===== config.mk =====
export PLATFORM = sky130hd
export DESIGN_NAME = ipv4_header_receive_checker_unit_flat
export DESIGN_NICKNAME = d
export VERILOG_FILES = /design/src/hw/rtl/ihrc_pkg.sv /design/src/hw/rtl/ihrc_if.sv /design/src/hw/rtl/ihrc_in_reg.sv /design/src/hw/rtl/ihrc_track.sv /design/src/hw/rtl/ihrc_out_reg.sv /design/src/hw/rtl/ipv4_header_receive_checker_unit.sv /design/src/flat_wrapper.sv
export SDC_FILE = /design/constraint.sdc
export NUM_CORES = 1
export LEC_CHECK = 0
export BUFFER_PORTS_ARGS = -buffer_cell sky130_fd_sc_hd__clkbuf_2
export CORE_MARGIN = 3
export CORE_UTILIZATION = 37
export CTS_BUF_LIST = sky130_fd_sc_hd__clkbuf_8
export DETAILED_ROUTE_END_ITERATION = 8
export GPL_TIMING_DRIVEN = 0
export HOLD_SLACK_MARGIN = 0.1
export PLACE_DENSITY = 0.55
export SKIP_CTS_REPAIR_TIMING = 1
export SYNTH_ARGS = -nofsm -noshare
export SYNTH_HDL_FRONTEND = slang
export SYNTH_SLANG_ARGS = --single-unit

===== constraint.sdc =====
create_clock -name clock -period 12.1 [get_ports clock]
set_input_delay 0.605 -clock clock [delete_from_list [all_inputs] [get_ports clock]]
set_output_delay 0.605 -clock clock [all_outputs]
set_load 0.1 [all_outputs]

===== src/hw/rtl/ihrc_pkg.sv =====
// ihrc_pkg: shared types, codes and constants of the ipv4 header receive checker
// no dependencies; used by the interfaces and by every ihrc module
package ihrc_pkg;

   localparam int unsigned BYTE_W  = 8;
   localparam int unsigned COUNT_W = 16;
   localparam int unsigned ADDR_W  = 32;
   localparam int unsigned IHL_W   = 4;
   localparam int unsigned SUM_W   = 16;

   localparam logic [3:0]         IP_VERSION     = 4'd4;
   localparam logic [IHL_W-1:0]   MIN_IHL        = 4'd5;
   localparam logic [ADDR_W-1:0]  BROADCAST_ADDR = 32'hffff_ffff;
   localparam logic [SUM_W-1:0]   SUM_GOOD       = 16'hffff;
   localparam logic [COUNT_W-1:0] COUNT_MAX      = 16'hffff;
   localparam logic [COUNT_W-1:0] TTL_INDEX      = 16'd8;
   localparam logic [COUNT_W-1:0] DEST_FIRST     = 16'd16;
   localparam logic [COUNT_W-1:0] DEST_LAST      = 16'd19;

   typedef enum logic [2:0] {
      ERR_NONE     = 3'd0,
      ERR_VERSION  = 3'd1,
      ERR_HEADLEN  = 3'd2,
      ERR_TTL      = 3'd3,
      ERR_DEST     = 3'd4,
      ERR_CHECKSUM = 3'd5,
      ERR_TRUNC    = 3'd6
   } err_type;

   // one packet byte as held in the input register
   typedef struct packed {
      logic              valid;
      logic [BYTE_W-1:0] data_byte;
      logic              last_byte;
   } stage_type;

   // verdict handed from the header tracker to the result register
   typedef struct packed {
      logic               valid;
      logic               accept;
      err_type            error_code;
      logic [COUNT_W-1:0] packet_bytes;
   } verdict_type;

endpackage


===== src/hw/rtl/ihrc_if.sv =====
// ihrc channel interfaces: request bytes, response verdicts, csr writes
// depends on ihrc_pkg
interface ihrc_req_if;
   import ihrc_pkg::*;
   logic              valid;
   logic              ready;
   logic [BYTE_W-1:0] data_byte;
   logic              last_byte;
   modport source (output valid, output data_byte, output last_byte, input ready);
   modport sink   (input valid, input data_byte, input last_byte, output ready);
endinterface

interface ihrc_rsp_if;
   import ihrc_pkg::*;
   logic               valid;
   logic               ready;
   logic               accept;
   logic [2:0]         error_code;
   logic [COUNT_W-1:0] packet_bytes;
   modport source (output valid, output accept, output error_code, output packet_bytes,
                   input ready);
   modport sink   (input valid, input accept, input error_code, input packet_bytes,
                   output ready);
endinterface

interface ihrc_csr_if;
   import ihrc_pkg::*;
   logic              valid;
   logic              ready;
   logic [ADDR_W-1:0] data;
   modport source (output valid, output data, input ready);
   modport sink   (input valid, input data, output ready);
endinterface


===== src/hw/rtl/ihrc_in_reg.sv =====
// ihrc_in_reg: input register for request beats, freed as the tracker consumes them
// depends on ihrc_pkg and ihrc_req_if
module ihrc_in_reg (
   input  logic                  clock,
   input  logic                  reset,
   ihrc_req_if.sink              req_if,
   input  logic                  stage_done,
   output ihrc_pkg::stage_type   stage
);
   import ihrc_pkg::*;

   stage_type stage_ff, stage_in;
   logic      take;

   assign req_if.ready = !stage_ff.valid || stage_done;
   assign take         = req_if.valid && req_if.ready;

   always_comb begin
      stage_in = stage_ff;
      if (take) begin
         stage_in.valid     = 1'b1;
         stage_in.data_byte = req_if.data_byte;
         stage_in.last_byte = req_if.last_byte;
      end else if (stage_done) begin
         stage_in.valid = 1'b0;
      end
   end

   always_ff @(posedge clock) begin
      if (reset) begin
         stage_ff.valid <= 1'b0;
      end else begin
         stage_ff.valid <= stage_in.valid;
      end
      stage_ff.data_byte <= stage_in.data_byte;
      stage_ff.last_byte <= stage_in.last_byte;
   end

   assign stage = stage_ff;

endmodule


===== src/hw/rtl/ihrc_track.sv =====
// ihrc_track: per-packet header state, running checksum and verdict logic
// depends on ihrc_pkg
module ihrc_track (
   input  logic                       clock,
   input  logic                       reset,
   input  ihrc_pkg::stage_type        stage,
   input  logic                       out_free,
   input  logic [ihrc_pkg::ADDR_W-1:0] local_address,
   output logic                       stage_done,
   output ihrc_pkg::verdict_type      verdict
);
   import ihrc_pkg::*;

   logic [COUNT_W-1:0] byte_count_ff, byte_count_in;
   logic [IHL_W-1:0]   header_words_ff, header_words_in;
   logic               version_bad_ff, version_bad_in;
   logic               ttl_zero_ff, ttl_zero_in;
   logic [ADDR_W-1:0]  dest_shift_ff, dest_shift_in;
   logic [SUM_W-1:0]   sum_acc_ff, sum_acc_in;
   logic [BYTE_W-1:0]  high_byte_hold_ff, high_byte_hold_in;

   logic [COUNT_W-1:0] idx;
   logic [BYTE_W-1:0]  b;
   logic [IHL_W+1:0]   header_bytes;
   logic               in_header;
   logic [SUM_W:0]     sum_wide;
   logic [SUM_W-1:0]   sum_folded;
   err_type            code;

   assign idx = byte_count_ff;
   assign b   = stage.data_byte;

   // a last beat waits until the result register can take its verdict
   assign stage_done = stage.valid && (!stage.last_byte || out_free);

   always_comb begin
      header_words_in = (idx == '0) ? b[IHL_W-1:0] : header_words_ff;
      version_bad_in  = (idx == '0) ? (b[7:4] != IP_VERSION) : version_bad_ff;
      ttl_zero_in     = (idx == TTL_INDEX) ? (b == '0) : ttl_zero_ff;
      dest_shift_in   = (idx >= DEST_FIRST && idx <= DEST_LAST) ?
                        {dest_shift_ff[ADDR_W-BYTE_W-1:0], b} : dest_shift_ff;
      header_bytes    = {header_words_in, 2'b00};
      in_header       = idx < {{(COUNT_W-IHL_W-2){1'b0}}, header_bytes};

      // end-around carry: one fold always suffices for a 17-bit sum
      sum_wide   = {1'b0, sum_acc_ff} + {1'b0, high_byte_hold_ff, b};
      sum_folded = sum_wide[SUM_W-1:0] + {{(SUM_W-1){1'b0}}, sum_wide[SUM_W]};

      high_byte_hold_in = (in_header && !idx[0]) ? b : high_byte_hold_ff;
      sum_acc_in        = (in_header && idx[0]) ? sum_folded : sum_acc_ff;
      byte_count_in     = (byte_count_ff == COUNT_MAX) ? byte_count_ff
                                                       : byte_count_ff + 1'b1;

      if (version_bad_in) begin
         code = ERR_VERSION;
      end else if (header_words_in < MIN_IHL) begin
         code = ERR_HEADLEN;
      end else if (byte_count_in < {{(COUNT_W-IHL_W-2){1'b0}}, header_bytes}) begin
         code = ERR_TRUNC;
      end else if (ttl_zero_in) begin
         code = ERR_TTL;
      end else if (dest_shift_in != local_address && dest_shift_in != BROADCAST_ADDR) begin
         code = ERR_DEST;
      end else if (sum_acc_in != SUM_GOOD) begin
         code = ERR_CHECKSUM;
      end else begin
         code = ERR_NONE;
      end

      verdict.valid        = stage_done && stage.last_byte;
      verdict.accept       = (code == ERR_NONE);
      verdict.error_code   = code;
      verdict.packet_bytes = byte_count_in;
   end

   always_ff @(posedge clock) begin
      if (reset || (stage_done && stage.last_byte)) begin
         byte_count_ff     <= '0;
         header_words_ff   <= '0;
         version_bad_ff    <= 1'b0;
         ttl_zero_ff       <= 1'b0;
         dest_shift_ff     <= '0;
         sum_acc_ff        <= '0;
         high_byte_hold_ff <= '0;
      end else if (stage_done) begin
         byte_count_ff     <= byte_count_in;
         header_words_ff   <= header_words_in;
         version_bad_ff    <= version_bad_in;
         ttl_zero_ff       <= ttl_zero_in;
         dest_shift_ff     <= dest_shift_in;
         sum_acc_ff        <= sum_acc_in;
         high_byte_hold_ff <= high_byte_hold_in;
      end
   end

endmodule


===== src/hw/rtl/ihrc_out_reg.sv =====
// ihrc_out_reg: result register driving the response channel
// depends on ihrc_pkg and ihrc_rsp_if
module ihrc_out_reg (
   input  logic                  clock,
   input  logic                  reset,
   input  ihrc_pkg::verdict_type verdict,
   output logic                  out_free,
   ihrc_rsp_if.source            rsp_if
);
   import ihrc_pkg::*;

   verdict_type rsp_ff, rsp_in;

   assign out_free = !rsp_ff.valid || rsp_if.ready;

   always_comb begin
      rsp_in = rsp_ff;
      if (verdict.valid) begin
         rsp_in = verdict;
      end else if (rsp_if.ready) begin
         rsp_in.valid = 1'b0;
      end
   end

   always_ff @(posedge clock) begin
      if (reset) begin
         rsp_ff.valid <= 1'b0;
      end else begin
         rsp_ff.valid <= rsp_in.valid;
      end
      rsp_ff.accept       <= rsp_in.accept;
      rsp_ff.error_code   <= rsp_in.error_code;
      rsp_ff.packet_bytes <= rsp_in.packet_bytes;
   end

   assign rsp_if.valid        = rsp_ff.valid;
   assign rsp_if.accept       = rsp_ff.accept;
   assign rsp_if.error_code   = rsp_ff.error_code;
   assign rsp_if.packet_bytes = rsp_ff.packet_bytes;

endmodule


===== src/hw/rtl/ipv4_header_receive_checker_unit.sv =====
// ipv4_header_receive_checker_unit: top level of the ipv4 header receive checker
// depends on ihrc_pkg, the ihrc interfaces, ihrc_in_reg, ihrc_track, ihrc_out_reg
//
//   channel   dir  beat contents                          handshake
//   req_if    in   data_byte[7:0], last_byte             valid/ready
//   rsp_if    out  accept, error_code[2:0], packet_bytes  valid/ready
//   csr_if    in   data[31:0] = local_address             valid/ready (ready tied high)
//
// one packet byte per cycle, unless a last byte waits for the result register; a verdict
// leaves through the input register, then the tracker logic into the result register
// reset is synchronous and active high; it clears the packet state and local_address
// a waiting verdict only holds back the next last byte, which waits in the input
// register; ordinary bytes keep flowing while the response side stalls
module ipv4_header_receive_checker_unit (
   input  logic       clock,
   input  logic       reset,
   ihrc_req_if.sink   req_if,
   ihrc_rsp_if.source rsp_if,
   ihrc_csr_if.sink   csr_if
);
   import ihrc_pkg::*;

   // this host's address; the user must write it only while the block is idle (not enforced)
   logic [ADDR_W-1:0] local_address_ff;

   stage_type   stage;
   verdict_type verdict;
   logic        stage_done;
   logic        out_free;

   assign csr_if.ready = 1'b1;

   always_ff @(posedge clock) begin
      if (reset) begin
         local_address_ff <= '0;
      end else if (csr_if.valid) begin
         local_address_ff <= csr_if.data;
      end
   end

   // input register: holds one byte until the tracker consumes it
   ihrc_in_reg u_in_reg (
      .clock      (clock),
      .reset      (reset),
      .req_if     (req_if),
      .stage_done (stage_done),
      .stage      (stage)
   );

   // header fields, checksum and the verdict for the last byte
   ihrc_track u_track (
      .clock         (clock),
      .reset         (reset),
      .stage         (stage),
      .out_free      (out_free),
      .local_address (local_address_ff),
      .stage_done    (stage_done),
      .verdict       (verdict)
   );

   // result register toward the response channel
   ihrc_out_reg u_out_reg (
      .clock    (clock),
      .reset    (reset),
      .verdict  (verdict),
      .out_free (out_free),
      .rsp_if   (rsp_if)
   );

   // a last byte leaving the input register always yields a verdict next cycle
   assert property (@(posedge clock) disable iff (reset)
      (stage.valid && stage.last_byte && stage_done) |=> rsp_if.valid)
      else $error("verdict missing after last byte");

   // accept and a clean error code go together
   assert property (@(posedge clock) disable iff (reset)
      rsp_if.valid |-> (rsp_if.accept == (rsp_if.error_code == ERR_NONE)))
      else $error("accept disagrees with error code");

   // every packet counts at least its last byte
   assert property (@(posedge clock) disable iff (reset)
      rsp_if.valid |-> (rsp_if.packet_bytes != '0))
      else $error("empty packet count");

   // input side only stalls while a byte is parked in the input register
   assert property (@(posedge clock) disable iff (reset)
      !req_if.ready |-> stage.valid)
      else $error("input stalled with empty input register");

endmodule


===== src/flat_wrapper.sv =====
// flat-port wrapper written by rule: the top's interface ports become plain ports
module ipv4_header_receive_checker_unit_flat import ihrc_pkg::*;
  (clock, reset, req_if_valid, req_if_data_byte, req_if_last_byte, req_if_ready, rsp_if_valid, rsp_if_accept, rsp_if_error_code, rsp_if_packet_bytes, rsp_if_ready, csr_if_valid, csr_if_data, csr_if_ready);
  ihrc_req_if req_if_i ();
  ihrc_rsp_if rsp_if_i ();
  ihrc_csr_if csr_if_i ();
  input  logic clock;
  input  logic reset;
  input wire logic [$bits(req_if_i.valid)-1:0] req_if_valid;
  input wire logic [$bits(req_if_i.data_byte)-1:0] req_if_data_byte;
  input wire logic [$bits(req_if_i.last_byte)-1:0] req_if_last_byte;
  output wire logic [$bits(req_if_i.ready)-1:0] req_if_ready;
  output wire logic [$bits(rsp_if_i.valid)-1:0] rsp_if_valid;
  output wire logic [$bits(rsp_if_i.accept)-1:0] rsp_if_accept;
  output wire logic [$bits(rsp_if_i.error_code)-1:0] rsp_if_error_code;
  output wire logic [$bits(rsp_if_i.packet_bytes)-1:0] rsp_if_packet_bytes;
  input wire logic [$bits(rsp_if_i.ready)-1:0] rsp_if_ready;
  input wire logic [$bits(csr_if_i.valid)-1:0] csr_if_valid;
  input wire logic [$bits(csr_if_i.data)-1:0] csr_if_data;
  output wire logic [$bits(csr_if_i.ready)-1:0] csr_if_ready;
  assign req_if_i.valid = req_if_valid;
  assign req_if_i.data_byte = req_if_data_byte;
  assign req_if_i.last_byte = req_if_last_byte;
  assign req_if_ready = req_if_i.ready;
  assign rsp_if_valid = rsp_if_i.valid;
  assign rsp_if_accept = rsp_if_i.accept;
  assign rsp_if_error_code = rsp_if_i.error_code;
  assign rsp_if_packet_bytes = rsp_if_i.packet_bytes;
  assign rsp_if_i.ready = rsp_if_ready;
  assign csr_if_i.valid = csr_if_valid;
  assign csr_if_i.data = csr_if_data;
  assign csr_if_ready = csr_if_i.ready;
  ipv4_header_receive_checker_unit u_core (.clock(clock), .reset(reset), .req_if(req_if_i), .rsp_if(rsp_if_i), .csr_if(csr_if_i));
endmodule

# After elaboration in Yosys (flattened, before gate mapping)
# Cells that the tools add are included.
totals:
  input_bits: 46
  register_bits: 141
  output_inout_bits: 23
  word_cells: 66
op_classes:
  reduce_logical: 21
  n_eq_ne: 6
  add_sub_neg: 3
  muxes: 16
  magnitude_cmp: 5
op_table:
  columns: ["operator", "count"]
  rows:
  - ["$lt A16 B6 Y1", 2]
  - ["$mux W16", 2]
  - ["$mux W32", 1]
  - ["$ne A32 B32 Y1", 1]
  - ["$ne A32 B32 Y1 const B", 1]
  - ["$mux W3", 6]
  - ["$add A16 B16 Y17", 1]
  - ["$add A16 B1 Y16", 1]
  - ["$add A16 B1 Y16 const B", 1]
  - ["$eq A16 B16 Y1 const B", 1]
  - ["$eq A16 B4 Y1 const B", 1]
  - ["$ge A16 B5 Y1 const B", 1]
  - ["$le A16 B5 Y1 const B", 1]
  - ["$logic_not A16 Y1", 1]
  - ["$ne A16 B16 Y1 const B", 1]
  - ["$logic_not A8 Y1", 1]
  - ["$logic_and A1 B1 Y1", 7]
  - ["$mux W1", 6]
  - ["$logic_not A1 Y1", 4]
  - ["$logic_or A1 B1 Y1", 4]
  - ["$lt A4 B3 Y1 const B", 1]
  - ["$mux W4", 1]
  - ["$ne A4 B3 Y1 const B", 1]
  - ["$reduce_bool A2 Y1", 2]
  - ["other kinds (2)", 2]

# Longest topological paths before layout
logic_depth:
  depth_word: 13
  depth_mapped: 22
  mapped_depth_nobuf: 22

# By module
# From an unflattened synthesis, not the netlist that was laid out.
unflattened:
  hier_cells: 963
  hier_area_um2: 8330.5
modules_own_cells:
  columns: ["mod", "instances", "seq_area_each_um2", "cells_each", "area_each_um2"]
  rows:
  - ["ihrc_track", 1, 1561.5, 820, 6183.4]
  - ["ipv4_header_receive_checker_unit", 1, 640.6, 105, 1174.9]
  - ["ihrc_out_reg", 1, 620.6, 24, 646.9]
  - ["ihrc_in_reg", 1, 290.3, 14, 325.3]

# Worst setup path after synthesis
# OpenSTA, ideal clock, no wires.
synth_path:
  path_type: "register to register"
  startpoint: "register u_core.u_in_reg.stage_ff (netlist bit u_core.u_in_reg.stage[1])"
  endpoint: "register u_core.u_out_reg.rsp_if.error_code[0] (netlist name)"
  t_arrival_ns: 4.043
  t_required_ns: 11.831
  setup_slack_ns: 7.788
  stages_incl_launch_ff: 23
  n_path_buf: 0
  setup_time_ns: 0.269
  synth_period_minus_slack_ns: 4.312
  cell_sequence: "edfxtp_1 ha_1 inv_1 fa_1 nand2b_1 a21bo_2 a21oi_1 o21a_1 o21a_1 o21a_1 o21ai_0 nand2b_1 ha_1 ha_1 nand2_1 inv_1 nand4_4 nor4b_4 nor4b_2 o21a_1 a21oi_1 o41ai_2 a21oi_1"
synth_rtl:
  columns: ["item", "line_no", "rtl"]
  rows:
  - ["start, declared", "ihrc_in_reg.sv:12", "stage_type stage_ff, stage_in;"]

==> results.json <==
{
  "async_flop_share_pct": 0,
  "cpMaxStageDelayCell": "edfxtp_1",
  "crit_path_start_kind": "flip-flop",
  "grt.total_usage_pct": 19.03,
  "yosysSeqAreaShare_pct": 38.35,
  "n_antenna_cell": 0,
  "grt_max_degree": 23,
  "leakagePower_nw": 3.591,
  "cts_tree": "yes",
  "dpl.hpwl_um": 17070,
  "power.share.switching_pct": 27.07,
  "htreeDepth": 4,
  "port_buffers": 65,
  "power.density_nw_per_um2": 110.5,
  "crit_path_max_fanout": 8,
  "die_w_um": 154.1,
  "period_share_pct": 43.14,
  "synth_nets": 1013,
  "maxClockFrequency_mhz": 191.6,
  "worstPathCellList": "ha_1 -> inv_1 -> fa_1 -> nand2b_1 -> a21bo_2 -> a21oi_1 -> o21a_1 -> o21a_1 -> o21a_1 -> o21ai_0 -> nand2b_1 -> ha_1 -> nand3_1 -> nor2_1 -> nand4_1 -> nor3_2 -> nand3_1 -> xor2_1 -> nand4b_1 -> o31ai_1 -> and4_1",
  "place.gp.congestion": 0.9301,
  "cap_violations": 0,
  "ys_types": 80,
  "clk_pin_slew_worst_paths_ns": 0.08,
  "power_switching_mw": 0.2745,
  "drtIter0Drc": 389,
  "grt_overflow": 0,
  "p_int_mw": 0.7394,
  "grt_setup_unrepaired": "false",
  "synthFlopType": "dfxtp_1",
  "dp.cells": 1283,
  "ys_ff_latch": 141,
  "cts.path.max_buffers": 2,
  "setup_viol": 0,
  "synthesis.area_um2": 8117,
  "ant_nets": 0,
  "fin_cells": 1315,
  "relSlewSlack_pct": 15.66,
  "fillers": 2138,
  "remaining_drc_errors": 0,
  "critPathCaptureType": "flip-flop",
  "crit_type": "reg2reg",
  "yosysTopAreaCellShare_pct": 27.62,
  "yosys-top-cells-area": "dfxtp_1, edfxtp_1, mux2i_1",
  "vias": 7051,
  "clkPwrFrac_pct": 37.5,
  "synth_edf_count": 29,
  "ys_warn_count": 0,
  "clk-insertion-delay-late_ns": 0.45,
  "fin_crit_ns": 5.220,
  "fp.dieArea_um2": 23750,
  "initial_core_util_pct": 38.13,
  "cp.required_ns": 12.40,
  "setup-tns-final_ns": 0,
  "io_pins": 69,
  "clockRootBuffer": "clkbuf_8",
  "p_comb_share_pct": 12.3,
  "wl_um": 22620,
  "viasPerCell": 5.362,
  "status": "completed",
  "fp.dieH_um": 154.1,
  "vdd_drop_max_v": 0.00006441,
  "final-max-slew-violation-count": 0,
  "slowest_delay_ns": 0.56,
  "final_nets": 1097,
  "hold_path.class": "in2reg",
  "skew_ns": 0.01222,
  "layout-drive-gt1-share_pct": 13.56,
  "core_um2": 21290,
  "cts_buffers": 17,
  "crit_top_cell": "o21a_1",
  "drtPass1Iterations": 5,
  "tightest_slew_ns": 1.259,
  "fp-row-count": 53,
  "avgSynthCellArea_um2": 8.607,
  "hold_violations": 0,
  "area_delta_synth_final_pct": 13.04,
  "numClockSinks": 141,
  "p_seq_share_pct": 50.1,
  "arrival_ns": 5.52,
  "netlist_instances": 943,
  "grt_pass1_wl_um": 36110,
  "synth_area_leader_cell": "dfxtp_1",
  "antenna_found_initial": 0,
  "grt_pass1_vias": 6701,
  "wl_per_cell_um": 17.20
}
[critical path, delay by kind of cell, from the launching register on]
| family | cells | cell delay, ns |
|---|---|---|
| and+or+nand+nor | 9 | 1.95 |
| AOI/OAI and AO/OA | 7 | 1.47 |
| adders and majority gates | 3 | 0.83 |
| DFF | 1 | 0.56 |
| xor gates and xnor gates | 1 | 0.20 |
| buffers and inverters | 1 | 0.06 |
[metal layers]
metal | vias up | part of all wire (%) | track usage [%]
li1 | 3493 | - | -
met1 | 3316 | 46 | 25.98
met2 | 208 | 47 | 30.49
met3 | 34 | 5.1 | 3.715
met4 | 0 | 2.5 | 5.929
met5 | - | 0 | 0
[path summary, 6_finish.rpt]
path | start | to | slack, ns | cells past startpoint
setup / recovery | u_core.u_in_reg.stage[1]$_DFFE_PP_ | u_core.u_out_reg.rsp_if.accept$_DFFE_PP_ | 6.88 | 21
hold / removal | req_if_data_byte[1] | u_core.u_in_reg.stage[2]$_DFFE_PP_ | 0.33 | 1
setup reg to reg | u_core.u_in_reg.stage[1]$_DFFE_PP_ | u_core.u_out_reg.rsp_if.accept$_DFFE_PP_ | 6.88 | 21
hold reg to reg | u_core.u_track.header_words_ff[0]$_SDFFE_PP0P_ | u_core.u_track.header_words_ff[0]$_SDFFE_PP0P_ | 0.46 | 2
[registers in the layout, summed over array words and instances (netlist names), 3 cells and up]
name,count
u_core.local_address_ff,32
u_core.u_in_reg.stage,10
u_core.u_out_reg.rsp_if.error_code,3
u_core.u_out_reg.rsp_if.packet_bytes,16
u_core.u_track.byte_count_ff,16
u_core.u_track.dest_shift_ff,32
u_core.u_track.header_words_ff,4
u_core.u_track.high_byte_hold_ff,8
u_core.u_track.sum_acc_ff,16
[final cells by class]
class                   count  area (um^2)  area share (%)
multi-input cells         723         4638           50.55
repair buffers             65        325.3           3.546
well taps                 275        344.1           3.750
flip-flops and latches    141         3113           33.93
clock inverters            15        155.1           1.691
clock buffers              17        234.0           2.550
plain buffers              53        267.8           2.918
inverters                  26        97.59           1.064
[power by group through the flow]
stage                     clock (mW)  combinational (mW)  sequential (mW)
after floorplan                    0              0.0842            0.522
after global placement             0               0.124            0.519
after detailed placement           0               0.125            0.520
after CTS                      0.392               0.125            0.509
after global routing           0.412               0.138            0.511
final                          0.381               0.125            0.508
[cells in the mapped netlist (2+ instances only)]
cell / count
a2111oi_0: 5
a211oi_1: 9
a21o_1: 6
a21oi_1: 79
a221oi_1: 4
a31oi_1: 10
and2_1: 6
and3_1: 6
and4_1: 2
buf_1: 6
buf_2: 12
buf_4: 3
clkbuf_1: 27
clkbuf_8: 3
dfxtp_1: 112
edfxtp_1: 29
ha_1: 23
inv_1: 26
maj3_1: 2
mux2_2: 6
mux2i_1: 54
nand2_1: 132
nand2b_1: 2
nand3_1: 28
nand4_1: 30
nor2_1: 105
nor2b_1: 10
nor3_1: 19
nor3_2: 3
nor3b_1: 3
nor4_1: 11
nor4b_1: 2
o2111a_1: 2
o211ai_1: 2
o21a_1: 5
o21ai_0: 14
o22ai_1: 5
o311ai_0: 3
or2_2: 4
or3_1: 6
xnor2_1: 51
xor2_1: 38
[cells in the final DEF, fill, tap and decap left out, types with 9 or more instances in the layout]
cell type	n
nor2b_1	10
nand2_1	132
nor2_1	105
nor3_1	19
ha_1	23
a31oi_1	10
dfxtp_1	112
a21oi_1	79
inv_1	27
nor4_1	11
edfxtp_1	29
buf_2	12
nand3_1	28
o21ai_0	14
a211oi_1	9
mux2i_1	54
xnor2_1	51
nand4_1	30
clkbuf_1	27
clkbuf_8	20
clkbuf_2	66
xor2_1	38
[cells by family (layout without fill, tap and decap cells)]
kind of cell / count (synthesis) / after routing / share of synthesized area [%]
AOI/OAI and AO/OA: 166 / 166 / 13.32
xor gates and xnor gates: 91 / 91 / 10.14
adders and majority gates: 26 / 26 / 4.039
buffers and inverters: 79 / 176 / 4.501
DFF: 141 / 141 / 38.35
muxes: 60 / 60 / 7.492
other: 1 / 1 / 0.04620
and+or+nand+nor: 379 / 379 / 22.11
[per-stage QoR]
stage	area [um^2]	hold slack, ns	util, %	setup WS [ns]	power [mW]
floorplan	8117	0.4363	-	7.788	0.6060
global placement	8786	0.4448	41.27	6.894	0.6438
detailed placement	8786	0.4488	41.27	6.899	0.6442
CTS	9175	0.3029	43.10	6.876	1.026
global route	9175	0.2999	43.10	6.498	1.061
finish	9175	0.3345	43.10	6.880	1.014
No activity file was read; power rests on OpenSTA's default activity.
